**config.mk**
```make
export PLATFORM = sky130hd
export DESIGN_NAME = sync_length_image_deframer_top
export DESIGN_NICKNAME = d
export VERILOG_FILES = /design/src/rtl/core/sld_pkg.sv /design/src/rtl/core/sync_length_image_deframer_top.sv
export VERILOG_INCLUDE_DIRS = /design/src /design/src/rtl/core
export SDC_FILE = /design/constraint.sdc
export NUM_CORES = 1
export LEC_CHECK = 0
export ABC_AREA = 1
export BUFFER_PORTS_ARGS = -buffer_cell sky130_fd_sc_hd__buf_2
export CAP_MARGIN = 10
export CORE_ASPECT_RATIO = 1.25
export CORE_MARGIN = 3
export CORE_UTILIZATION = 60
export DETAILED_ROUTE_END_ITERATION = 10
export PLACE_DENSITY = 0.82
export SETUP_SLACK_MARGIN = 0.02
export SYNTH_ARGS = -nofsm -noshare
export SYNTH_HDL_FRONTEND = slang
export SYNTH_SLANG_ARGS = --single-unit
```
**constraint.sdc**
```tcl
create_clock -name clk -period 20.8 [get_ports clk]
set_clock_uncertainty 0.2 [all_clocks]
set_input_delay 1.04 -clock clk [delete_from_list [all_inputs] [get_ports clk]]
set_output_delay 1.04 -clock clk [all_outputs]
set_load 0.01 [all_outputs]
```
**src/rtl/core/sync_length_image_deframer_top_macros.svh**
```systemverilog
// assertion helpers for the deframer
`ifndef SYNC_LENGTH_IMAGE_DEFRAMER_TOP_MACROS_SVH
`define SYNC_LENGTH_IMAGE_DEFRAMER_TOP_MACROS_SVH

// implication checked at every clock edge outside reset
`define SLD_ASSERT_IMPLY(label, cond, prop, msg) \
    label: assert property (@(posedge clk) disable iff (!rst_n) (cond) |-> (prop)) \
        else $error(msg);

// implication checked in the cycle after the condition
`define SLD_ASSERT_NEXT(label, cond, prop, msg) \
    label: assert property (@(posedge clk) disable iff (!rst_n) (cond) |=> (prop)) \
        else $error(msg);

`endif

```
**src/rtl/core/sld_pkg.sv**
```systemverilog
package sld_pkg;

    typedef enum logic [1:0] {
        EV_DATA   = 2'd0,
        EV_DONE   = 2'd1,
        EV_REJECT = 2'd2
    } event_t;

    typedef enum logic [1:0] {
        CFG_SYNC_VALUE = 2'd0,
        CFG_MAX_LENGTH = 2'd1
    } cfg_index_t;

    localparam logic [7:0]  SYNC_VALUE_RESET = 8'h69;
    localparam logic [23:0] MAX_LENGTH_RESET = 24'd98304;

endpackage

```
**src/rtl/core/sync_length_image_deframer_top.sv**
```systemverilog
// Sync-byte, length-prefixed frame receiver. Bytes arrive on rx_byte; while hunting every byte
// is dropped until one equals the sync_value register. The next four bytes form a little-endian
// length. A length above max_length (or above what the COUNT_BITS payload counter can index)
// gives one rejection result and the block hunts again. Otherwise each payload byte comes out
// with its index, then four little-endian trailer bytes are gathered (CRC, not checked) and one
// frame-complete result carries the length and trailer. One byte is taken per clock cycle: the
// state update and the result are a single registered step, and a two-entry output stage
// (result register plus skid register) lets input keep flowing while a result waits. Input
// stalls only when both output entries are full. Configuration writes are always taken.
module sync_length_image_deframer_top #(
    parameter int COUNT_BITS = 24
) (
    input  logic                  clk,
    input  logic                  rst_n,
    // input byte channel
    input  logic                  in_valid,
    output logic                  in_ready,
    input  logic [7:0]            rx_byte,
    // result channel
    output logic                  out_valid,
    input  logic                  out_ready,
    output logic [1:0]            event_res,
    output logic [7:0]            data_byte,
    output logic [23:0]           byte_index,
    output logic [31:0]           frame_length,
    output logic [31:0]           trailer_word,
    // configuration write channel
    input  logic                  cfg_valid,
    output logic                  cfg_ready,
    input  logic [1:0]            cfg_index,
    input  logic [23:0]           cfg_data
);

    `include "sync_length_image_deframer_top_macros.svh"

    typedef enum logic [1:0] {
        PH_HUNT  = 2'd0,
        PH_LEN   = 2'd1,
        PH_DATA  = 2'd2,
        PH_TRAIL = 2'd3
    } phase_t;

    typedef struct packed {
        sld_pkg::event_t       ev;
        logic [7:0]            data;
        logic [COUNT_BITS-1:0] index;
        logic [31:0]           length;
        logic [31:0]           trailer;
    } result_t;

    phase_t                phase_reg, phase_next;
    logic [1:0]            hdr_count_reg, hdr_count_next;
    logic [31:0]           length_reg, length_next;
    logic [COUNT_BITS-1:0] payload_count_reg, payload_count_next;
    logic [31:0]           trailer_reg, trailer_next;
    logic [7:0]            sync_value_reg;
    logic [23:0]           max_length_reg;

    result_t               out_reg, skid_reg, res;
    logic                  out_valid_reg, skid_valid_reg;
    logic                  res_valid;

    logic                  in_fire, out_fire;
    logic [31:0]           len_full, trl_full;
    logic [COUNT_BITS-1:0] count_inc;
    logic                  len_too_big;

    assign in_ready  = !skid_valid_reg;
    assign in_fire   = in_valid && in_ready;
    assign out_fire  = out_valid_reg && out_ready;
    assign cfg_ready = 1'b1;

    always_comb
    begin
        len_full = length_reg;
        len_full[hdr_count_reg*8 +: 8] = rx_byte;
        trl_full = trailer_reg;
        trl_full[hdr_count_reg*8 +: 8] = rx_byte;
        count_inc = payload_count_reg + COUNT_BITS'(1);
        len_too_big = (len_full > {8'd0, max_length_reg}) || ((len_full >> COUNT_BITS) != 32'd0);
    end

    always_comb
    begin
        phase_next         = phase_reg;
        hdr_count_next     = hdr_count_reg;
        length_next        = length_reg;
        payload_count_next = payload_count_reg;
        trailer_next       = trailer_reg;
        res_valid          = 1'b0;
        res                = '0;
        res.ev             = sld_pkg::EV_DATA;
        unique case (phase_reg)
            PH_HUNT:
            begin
                if (rx_byte == sync_value_reg)
                begin
                    phase_next     = PH_LEN;
                    hdr_count_next = 2'd0;
                    length_next    = 32'd0;
                end
            end
            PH_LEN:
            begin
                length_next    = len_full;
                hdr_count_next = hdr_count_reg + 2'd1;
                if (hdr_count_reg == 2'd3)
                begin
                    if (len_too_big)
                    begin
                        phase_next = PH_HUNT;
                        res_valid  = 1'b1;
                        res.ev     = sld_pkg::EV_REJECT;
                        res.length = len_full;
                    end
                    else
                    begin
                        payload_count_next = '0;
                        trailer_next       = 32'd0;
                        phase_next         = (len_full == 32'd0) ? PH_TRAIL : PH_DATA;
                    end
                end
            end
            PH_DATA:
            begin
                res_valid          = 1'b1;
                res.ev             = sld_pkg::EV_DATA;
                res.data           = rx_byte;
                res.index          = payload_count_reg;
                payload_count_next = count_inc;
                if (32'(count_inc) == length_reg)
                begin
                    phase_next     = PH_TRAIL;
                    hdr_count_next = 2'd0;
                    trailer_next   = 32'd0;
                end
            end
            PH_TRAIL:
            begin
                trailer_next   = trl_full;
                hdr_count_next = hdr_count_reg + 2'd1;
                if (hdr_count_reg == 2'd3)
                begin
                    phase_next  = PH_HUNT;
                    res_valid   = 1'b1;
                    res.ev      = sld_pkg::EV_DONE;
                    res.length  = length_reg;
                    res.trailer = trl_full;
                end
            end
            default:
            begin
                phase_next = PH_HUNT;
            end
        endcase
    end

    always_ff @(posedge clk or negedge rst_n)
    begin
        if (!rst_n)
        begin
            phase_reg         <= PH_HUNT;
            hdr_count_reg     <= 2'd0;
            length_reg        <= 32'd0;
            payload_count_reg <= '0;
            trailer_reg       <= 32'd0;
            sync_value_reg    <= sld_pkg::SYNC_VALUE_RESET;
            max_length_reg    <= sld_pkg::MAX_LENGTH_RESET;
            out_valid_reg     <= 1'b0;
            skid_valid_reg    <= 1'b0;
        end
        else
        begin
            if (cfg_valid && cfg_ready)
            begin
                case (cfg_index)
                    sld_pkg::CFG_SYNC_VALUE: sync_value_reg <= cfg_data[7:0];
                    sld_pkg::CFG_MAX_LENGTH: max_length_reg <= cfg_data;
                    default:                 ;
                endcase
            end
            if (in_fire)
            begin
                phase_reg         <= phase_next;
                hdr_count_reg     <= hdr_count_next;
                length_reg        <= length_next;
                payload_count_reg <= payload_count_next;
                trailer_reg       <= trailer_next;
            end
            // two-entry output: skid drains first, input is held off while it is full
            if (skid_valid_reg)
            begin
                if (out_fire)
                begin
                    out_reg        <= skid_reg;
                    skid_valid_reg <= 1'b0;
                end
            end
            else if (in_fire && res_valid)
            begin
                if (!out_valid_reg || out_fire)
                begin
                    out_reg       <= res;
                    out_valid_reg <= 1'b1;
                end
                else
                begin
                    skid_reg       <= res;
                    skid_valid_reg <= 1'b1;
                end
            end
            else if (out_fire)
            begin
                out_valid_reg <= 1'b0;
            end
        end
    end

    assign out_valid    = out_valid_reg;
    assign event_res    = out_reg.ev;
    assign data_byte    = out_reg.data;
    assign byte_index   = 24'(out_reg.index);
    assign frame_length = out_reg.length;
    assign trailer_word = out_reg.trailer;

    `SLD_ASSERT_IMPLY(a_skid_behind_out, skid_valid_reg, out_valid_reg, "skid full with empty output")
    `SLD_ASSERT_IMPLY(a_data_inside_frame, phase_reg == PH_DATA,
        (length_reg != 32'd0) && (32'(payload_count_reg) < length_reg),
        "payload count outside frame length")
    `SLD_ASSERT_NEXT(a_data_gives_result, in_fire && phase_reg == PH_DATA, out_valid_reg,
        "payload byte left no result")
    `SLD_ASSERT_IMPLY(a_data_fields_clear, out_valid_reg && out_reg.ev == sld_pkg::EV_DATA,
        (out_reg.length == 32'd0) && (out_reg.trailer == 32'd0),
        "payload result carries frame fields")
    `SLD_ASSERT_IMPLY(a_reject_fields, out_valid_reg && out_reg.ev == sld_pkg::EV_REJECT,
        (out_reg.data == 8'd0) && (out_reg.trailer == 32'd0),
        "rejection result carries payload fields")

endmodule
```
Word level (Yosys, flattened, before mapping)
Index checks and enable logic that the tools add are counted.
- input port bits: 39
- output and inout bits: 101
- register bits after elaboration: 322
- bitwise logic cells: 2
- multiplexer cells: 46
- shift-type cells: 2
- magnitude comparators: 1
- add/sub/neg operators: 3
- reduce and logical (&&, ||, !) cells: 28
- equality and inequality tests: 14
- operators by type and width (kind ; count):
    two-way mux 98 bit ; 4
    two-way mux 32 bit ; 8
    case mux 32 bit (2 select lines) ; 2
    case mux 32 bit (3 select lines) ; 1
    bitwise mux 32 bit ; 2
    two-way mux 64 bit ; 1
    two-way mux 24 bit ; 2
    case mux 24 bit (2 select lines) ; 1
    negation 5 -> 34 bit ; 1
    variable shift 8 x 34 -> 32 bit (first input constant) ; 1
    indexed part select 8 x 34 -> 32 bit ; 1
    equality test 24 x 32 -> 1 bit ; 1
    > comparator 32 x 24 -> 1 bit ; 1
    logical NOT 32 bit ; 1
    nonzero test 32 bit ; 1
    adder 24 x 1 -> 24 bit (second input constant) ; 1
    two-way mux 2 bit ; 9
    two-way mux 1 bit ; 12
    AND reduction 4 bit ; 3
    inequality test 2 bit (second input constant) ; 5
    AND reduction 5 bit ; 2
    nonzero test 2 bit ; 5
    AND reduction 3 bit ; 3
    equality test 8 bit ; 1
    16 further kinds ; 27

Longest topological paths before layout
Gate-level depths: netlist of the first run.
- word-level depth: 11
- depth in mapped cells: 26
- mapped depth without buffers: 22

Worst setup path before layout of the first run
Ideal clock, no wire load.
- path kind: flip-flop to flip-flop
- start point: register hdr_count_reg[0]
- end point: register out_reg, in the netlist byte_index[0] (enable)
- path slack: 12002 ps
- arrival time: 8010 ps
- stages on the path, launching flop included: 24
- period minus slack after synthesis: 8798 ps
- cells stage by stage: dfrtp_1 buf_2 inv_1 clkbuf_1 ha_1 nand2_1 clkbuf_1 o21ai_0 o21ai_0 inv_1 ha_1 nand2_1 nor2_1 nand4_1 nor2_1 nand2_1 nand2_1 nand2_1 nor2_2 buf_4 nand2_1 nand2_1 nand2_1 a21oi_1
- longest elaborated chain between the ends: 11
- elaborated cells on any way between the ends: 15
- ends and longest elaborated chain (element ; RTL line ; source):
    from (decl) ; sync_length_image_deframer_top.sv:52 ; logic [1:0] hdr_count_reg, hdr_count_next;
    from (signal assigned) ; sync_length_image_deframer_top.sv:185 ; hdr_count_reg <= hdr_count_next;
    negation 5 -> 34 bit ; sync_length_image_deframer_top.sv:76 ; len_full[hdr_count_reg*8 +: 8] = rx_byte;
    indexed part select 8 x 34 -> 32 bit / variable shift 8 x 34 -> 32 bit (equally long branches) ; sync_length_image_deframer_top.sv:76 ;
    bitwise mux 32 bit ; sync_length_image_deframer_top.sv:76 ;
    > comparator 32 x 24 -> 1 bit / nonzero test 32 bit (equally long branches) ; sync_length_image_deframer_top.sv:80 ; len_too_big = (len_full > {8'd0, max_length_reg}) || ((len_full >> COUNT_BITS) != 32'd0);
    logical OR 1 bit ; sync_length_image_deframer_top.sv:80 ;
    two-way mux 1 bit ; sync_length_image_deframer_top.sv:109 ; if (len_too_big)
    two-way mux 1 bit ; sync_length_image_deframer_top.sv:107 ; if (hdr_count_reg == 2'd3)
    case mux 1 bit (3 select lines) (*) ; sync_length_image_deframer_top.sv:93 ; unique case (phase_reg)
    logical AND 1 bit (*) ; sync_length_image_deframer_top.sv:199 ; else if (in_fire && res_valid)
    nonzero test 2 bit (no line) (*) ; -- ;
    AND reduction 4 bit (no line) (*) ; -- ;
    to (signal assigned) ; sync_length_image_deframer_top.sv:195 ; out_reg <= skid_reg;
    to (signal assigned) ; sync_length_image_deframer_top.sv:203 ; out_reg <= res;
    to (decl) ; sync_length_image_deframer_top.sv:59 ; result_t out_reg, skid_reg, res;
Every way passes the cells marked *; elsewhere a longest branch is shown, timed or not.
A chain may end at the register's enable or synchronous reset.

Worst setup path after layout of the first run
- start point: register hdr_count_reg[0]
- end point: register out_reg, in the netlist trailer_word[29] (enable)
The elaborated chain is that of the path after synthesis.

==> results of run 1 <==
[Yosys cell counts, drive strengths merged]
cell type  count  area share
xnor2          1     0.00054
or2            1     0.00039
dfrtp        120        0.19
nand2        680        0.17
conb           1     0.00023
a211oi         1     0.00047
a21oi         30      0.0093
edfxtp       196        0.37
ha            31       0.024
o211ai         1     0.00047
a31oi          2     0.00078
xnor3          2      0.0028
nand3        106       0.034
inv          161       0.038
clkbuf        56       0.013
buf           28       0.013
nor4           1     0.00039
nand4          8      0.0031
o22ai          4      0.0016
o21ai        208       0.065
nor3          32      0.0099
dfstp          6      0.0098
nand3b         1     0.00047
xor2          13      0.0071
nor2         182       0.046
clkinv         3     0.00070
[report_power, final]
part / switching, mW / internal (mW) / leakage [nW] / total (mW)
clock: 0.240 / 0.323 / 0.489 / 0.563
sequential: 0.0682 / 0.782 / 3.43 / 0.850
combinational: 0.513 / 0.196 / 4.08 / 0.709
[worst min-delay path, cell delays in order (launching register included)]
cell and delay [ps]:
dfrtp_1 340, nand2_1 50, nand2_1 50
[logic make-up (layout without fill, tap and decap cells)]
kind of cell	after synthesis	after routing
other	1	1
XOR/XNOR	16	16
adder cells (fa/ha/maj)	31	31
buffers and inverters	248	374
AO/OA/AOI/OAI	246	246
AND/OR/NAND/NOR	1011	1011
flip-flops	322	322
[layer usage]
layer | global-route usage | wire length, microns | vias up
met5 | 0 | 0 | -
met3 | 0.0316 | 2780 | 110
met1 | 0.389 | 17000 | 6290
met2 | 0.513 | 21300 | 530
li1 | - | - | 6296
met4 | 0.126 | 2090 | 0
[final cells by class]
cell class	count	share of cell area
multi-input combinational	1305	0.337
clock inverter	14	0.00892
inverter	164	0.0343
clock buffer	43	0.0474
timing repair buffer	153	0.0449
tap	340	0.0237
sequential	322	0.504
[path summary, 6_finish.rpt]
| kind | startpoint | depth (start not counted) | endpoint |
|---|---|---|---|
| max | hdr_count_reg[0]$_DFFE_PN0P_ | 22 | trailer_word[29]$_DFFE_PP_ |
| min | trailer_reg[0]$_DFFE_PN0P_ | 2 | trailer_reg[0]$_DFFE_PN0P_ |
| max reg2reg | hdr_count_reg[0]$_DFFE_PN0P_ | 22 | trailer_word[29]$_DFFE_PP_ |
| min reg2reg | trailer_reg[0]$_DFFE_PN0P_ | 2 | trailer_reg[0]$_DFFE_PN0P_ |
| max in group asynchronous | rst_n | 2 | trailer_reg[16]$_DFFE_PN0P_ |
| min in group asynchronous | rst_n | 1 | payload_count_reg[5]$_DFFE_PN0P_ |
[through the flow]
step,util,power [mW],hold WS [ps],setup slack [ps]
floorplan,-,1.37,237,12000
global placement,0.645,1.54,250,15090
detailed placement,0.645,1.56,254,14870
CTS,0.684,2.12,270,14850
global route,0.684,2.25,290,14210
finish,0.684,2.12,271,14860
==> flow_summary.toml, run 1 <==
[yosys]
yosysUniqueCellTypes = 40
synth_warnings = 0
synth_top_family_by_area = "simple AND/OR/NAND/NOR gates"
ys_seq_elements = 322
synth_fa_ha_area_frac = 0.0241
seq_area_frac_synth = 0.562
synth_nets = 1945
synth.mux.area_fraction = 0
avgSynthCellArea_sq_um = 8.59
synth_compound_area_frac = 0.0777
syn_area_sq_um = 16100
yosys.area_share.simple = 0.262
yosys.area_share.xor_xnor = 0.0104
synth_cells = 1875

[pwr]
power_density_nw_per_um2 = 118
vdd_drop_max_uv = 86.9
static-leakage-power_nw = 8.00

[grt]
grt_pass1_vias = 12827
grt_antenna_before_repair = 0
grt_pass1_wl_mm = 68.9
grtUsageTotal = 0.298
grt_max_degree = 70
gr-total-overflow = 0

[timing]
hold_viol_final = 0
finalCritPeriodShare = 0.285
slew_headroom = 0.278
tns_ps = 0
finalCriticalPeriod_ps = 5940
max_clock_freq_mhz = 168
slew_viol_final = 0
setup_viol = 0
worst_slew_pin_slew_ps = 1080
grt_setup_unrepaired = "false"

[critical_path]
rrSetupSlack_ps = 14860
max_stage_delay_ps = 680
cp-start-kind = "register"
required_ps = 20780
crit_buf_inv = 5
crit_arrival_ps = 5920
crit_family = "buffers and inverters"
path_cells = "inv_1, ha_1, nand2_1, o21ai_0, o21ai_0, inv_1, ha_1, nand2_1, nor2_1, nand4_1, nor2_1, nand2_1, nand2_1, nand2_1, nor2_2, buf_4, nand2_1, nand2_1, nand2_1, a21oi_4, buf_4, buf_4"
cpMostUsedCell = "nand2_1"
end_kind = "register"
path_class = "register to register"
cp_slowest_cell = "buf_4"
path_max_fanout = 62

[final_layout]
largest_reg_flops = 98
finish.cell_count_without_fillers = 2341
layout_common_cells = "nand2_1 (640), o21ai_0 (198), edfxtp_1 (196)"
syn_to_final_growth_pct = 11.5
drive_gt1_frac = 0.137
nNetsFinal = 2047
diodes = 0
multiInputGateArea_sq_um = 6040
final_area_sq_um = 17900
seq_area_sq_um = 9050
fillers = 2132
layout_commonest_cell = "nand2_1"

[routing]
viasPerCell = 5.65
drc = 0
dr.pass1.iters = 6
detail_route.wl_per_cell_microns = 18.4
num_vias = 13226
antenna_left = 0
drtIter0Drc = 1206
wirelength_mm = 43.1

[placed_design]
io_buffers = 138
dp_cells = 2284
dpl_cell_area_sq_um = 16900
gp_congestion = 0.959
hpwl_mm = 30.9

[floorplanning]
start_util = 0.613
core-area_sq_um = 26300
dieArea_sq_um = 28800
rows = 66
die_w_microns = 153
die_y_microns = 189
io_pins = 140

[clock_network]
cts_inserted_buffers = 31
cts-resized-gates = 0
post-cts-setup-buffers = 0
htree_levels = 1
cts_tree = "done"
insertion_delay_ps = 560
cts_root_buf = "clkbuf_16"
path_clk_slew_ps = 70
cts_buffer_depth = 3
ctsHoldBuffers = 0
clkSinkCount = 322

[job]
maxCapViolCount = 0

[status]
status = "complete, no violations"

[hold_path]
hold_class = "register to register"
Power figures use the tool's default switching activity.
==> run 2, diff against run 1 <==
--- a/config.mk
+++ b/config.mk
@@ -11,9 +11,9 @@
 export CAP_MARGIN = 10
 export CORE_ASPECT_RATIO = 1.25
 export CORE_MARGIN = 3
-export CORE_UTILIZATION = 60
+export CORE_UTILIZATION = 54
 export DETAILED_ROUTE_END_ITERATION = 10
-export PLACE_DENSITY = 0.82
+export PLACE_DENSITY = 0.78
 export SETUP_SLACK_MARGIN = 0.02
 export SYNTH_ARGS = -nofsm -noshare
 export SYNTH_HDL_FRONTEND = slang
==> constraint.sdc (replaced) <==
create_clock -name clk -period 5.2 [get_ports clk]
set_clock_uncertainty 0.2 [all_clocks]
set_input_delay 0.26 -clock clk [delete_from_list [all_inputs] [get_ports clk]]
set_output_delay 0.26 -clock clk [all_outputs]
set_load 0.01 [all_outputs]
==> flow_summary.toml, run 2 (synthesis results as in run 1) <==
[routing]
dr.pass1.iters = 6
viasPerCell = 5.42
drtIter0Drc = 1199
wirelength_mm = 42.3
drc = 0
detail_route.wl_per_cell_microns = 17.4
num_vias = 13211
antenna_left = 0

[timing]
worst_slew_pin_slew_ps = 1070
slew_viol_final = 0
setup_viol = 0
hold_viol_final = 0
hold_ws_ps = 32.2
slew_headroom = 0.286
max_clock_freq_mhz = 209
finalCriticalPeriod_ps = 4790
finalCritPeriodShare = 0.921
tns_ps = 0
grt_setup_unrepaired = "false"

[grt]
grt_pass1_vias = 12594
grt_antenna_before_repair = 0
grtUsageTotal = 0.262
grt_pass1_wl_mm = 66.7
gr-total-overflow = 0
grt_max_degree = 103

[critical_path]
path_class = "register to register"
cpMostUsedCell = "nand2_1"
crit_family = "simple AND/OR/NAND/NOR gates"
crit_arrival_ps = 4850
max_stage_delay_ps = 590
path_cells = "inv_1, ha_4, inv_1, nand2_1, o21ai_0, o21ai_1, inv_1, ha_1, nand2_1, o21ai_0, nand2_1, nand3_1, nand2_1, nand2_1, nand2_1, nand2_1, nand2_1, nor2_2, nand2_1, nand2_1, nand2_2, a21oi_4, buf_12"
cp_slowest_cell = "dfrtp_1"
required_ps = 5270
cp-start-kind = "register"
end_kind = "register"
crit_buf_inv = 4
path_max_fanout = 28

[clock_network]
htree_levels = 1
cts_root_buf = "clkbuf_16"
clkSinkCount = 322
cts_buffer_depth = 3
cts_tree = "done"
insertion_delay_ps = 580
path_clk_slew_ps = 70
cts_inserted_buffers = 30
post-cts-setup-buffers = 0

[pwr]
static-leakage-power_nw = 8.23
power_density_nw_per_um2 = 478
vdd_drop_max_uv = 300

[final_layout]
seq_area_sq_um = 9050
largest_reg_flops = 98
multiInputGateArea_sq_um = 6070
diodes = 0
fillers = 2451
layout_commonest_cell = "nand2_1"
drive_gt1_frac = 0.144
syn_to_final_growth_pct = 15.2
nNetsFinal = 2086
layout_common_cells = "nand2_1 (638), edfxtp_1 (196), o21ai_0 (195)"

[placed_design]
gp_congestion = 0.981
hpwl_mm = 30.6
io_buffers = 138

[floorplanning]
rows = 70
start_util = 0.549
dieArea_sq_um = 31900
io_pins = 140
die_y_microns = 199
die_w_microns = 160
core-area_sq_um = 29300

[job]
maxCapViolCount = 0

[status]
status = "complete, no violations"

[hold_path]
hold_class = "input port to async pin"
[run 2: cell count changes in the layout (fill, tap and decap cells not counted), moves of 3 or more]
cell and change:
buf_12 +3, buf_4 +10, bufinv_16 +5, clkbuf_1 -9
clkbuf_8 -3, clkinv_1 +7, clkinv_2 -4, dlygate4sd3_1 +27
inv_6 +3, o21ai_0 -3, o21ai_1 +3
[run 2: path summary, 6_finish.rpt]
check	start	to	slack [ps]	depth (start not counted)
worst max-delay path	hdr_count_reg[0]$_DFFE_PN0P_	trailer_word[23]$_DFFE_PP_	410	23
worst min-delay path	rst_n	payload_count_reg[12]$_DFFE_PN0P_	30	2
worst max register to register	hdr_count_reg[0]$_DFFE_PN0P_	trailer_word[23]$_DFFE_PP_	410	23
worst min register to register	trailer_reg[24]$_DFFE_PN0P_	trailer_reg[24]$_DFFE_PN0P_	280	2
max in group asynchronous	rst_n	max_length_reg[1]$_DFFE_PN0P_	3700	3
min in group clk	cfg_valid	sync_value_reg[6]$_DFFE_PN1P_	30	4
[run 2: power breakdown]
group / internal, mW / switching [mW] / total (mW) / leakage (nW)
sequential: 3.12 / 0.268 / 3.39 / 3.43
combinational: 0.851 / 2.15 / 3.00 / 4.26
clock: 1.48 / 0.991 / 2.47 / 0.532
[run 2: repair_timing]
| action | CTS | global route |
|---|---|---|
| gates resized for setup | 0 | 1 |
| endpoints found under the hold margin | 80 | 0 |
| hold buffers | 27 | 0 |
| setup endpoints to repair | 0 | 94 |
[run 2: per-stage QoR]
stage | power [mW] | instances | area (sq um) | setup slack (ps) | util
2_1_floorplan | 5.51 | 1875 | 16200 | 31.2 | -
3_3_place_gp | 6.32 | 2353 | 17200 | 480 | 0.585
3_5_place_dp | 6.38 | 2353 | 17200 | 343 | 0.585
4_1_cts | 8.86 | 2436 | 18500 | 311 | 0.632
5_1_grt | 9.37 | 2436 | 18500 | 31.2 | 0.632
6_report | 8.87 | 2436 | 18500 | 413 | 0.632
[run 2: cell type report]
type / instances / area share
clock buffer: 31 / 0.0418
clock inverter: 25 / 0.0181
inverter: 164 / 0.0332
multi-input combinational: 1305 / 0.327
sequential: 322 / 0.488
tap: 396 / 0.0267
timing repair buffer: 193 / 0.0653
[run 2: metal layers]
layer	global-route usage	wire [microns]	part of all wire	vias to the layer above
met4	0.112	1780	0.042	0
met1	0.357	18000	0.43	6236
met2	0.430	19800	0.47	513
met5	0	0	0	-
li1	-	-	-	6356
met3	0.0323	2650	0.063	106
[run 2: worst register-to-register path, cell delays in order (launching register included)]
cell and delay [ps]:
dfrtp_1 590, inv_1 320, ha_4 370, inv_1 60, nand2_1 210, o21ai_0 150
o21ai_1 170, inv_1 70, ha_1 300, nand2_1 70, o21ai_0 190, nand2_1 70
nand3_1 80, nand2_1 50, nand2_1 60, nand2_1 50, nand2_1 80, nand2_1 130
nor2_2 130, nand2_1 90, nand2_1 100, nand2_2 110, a21oi_4 540, buf_12 280
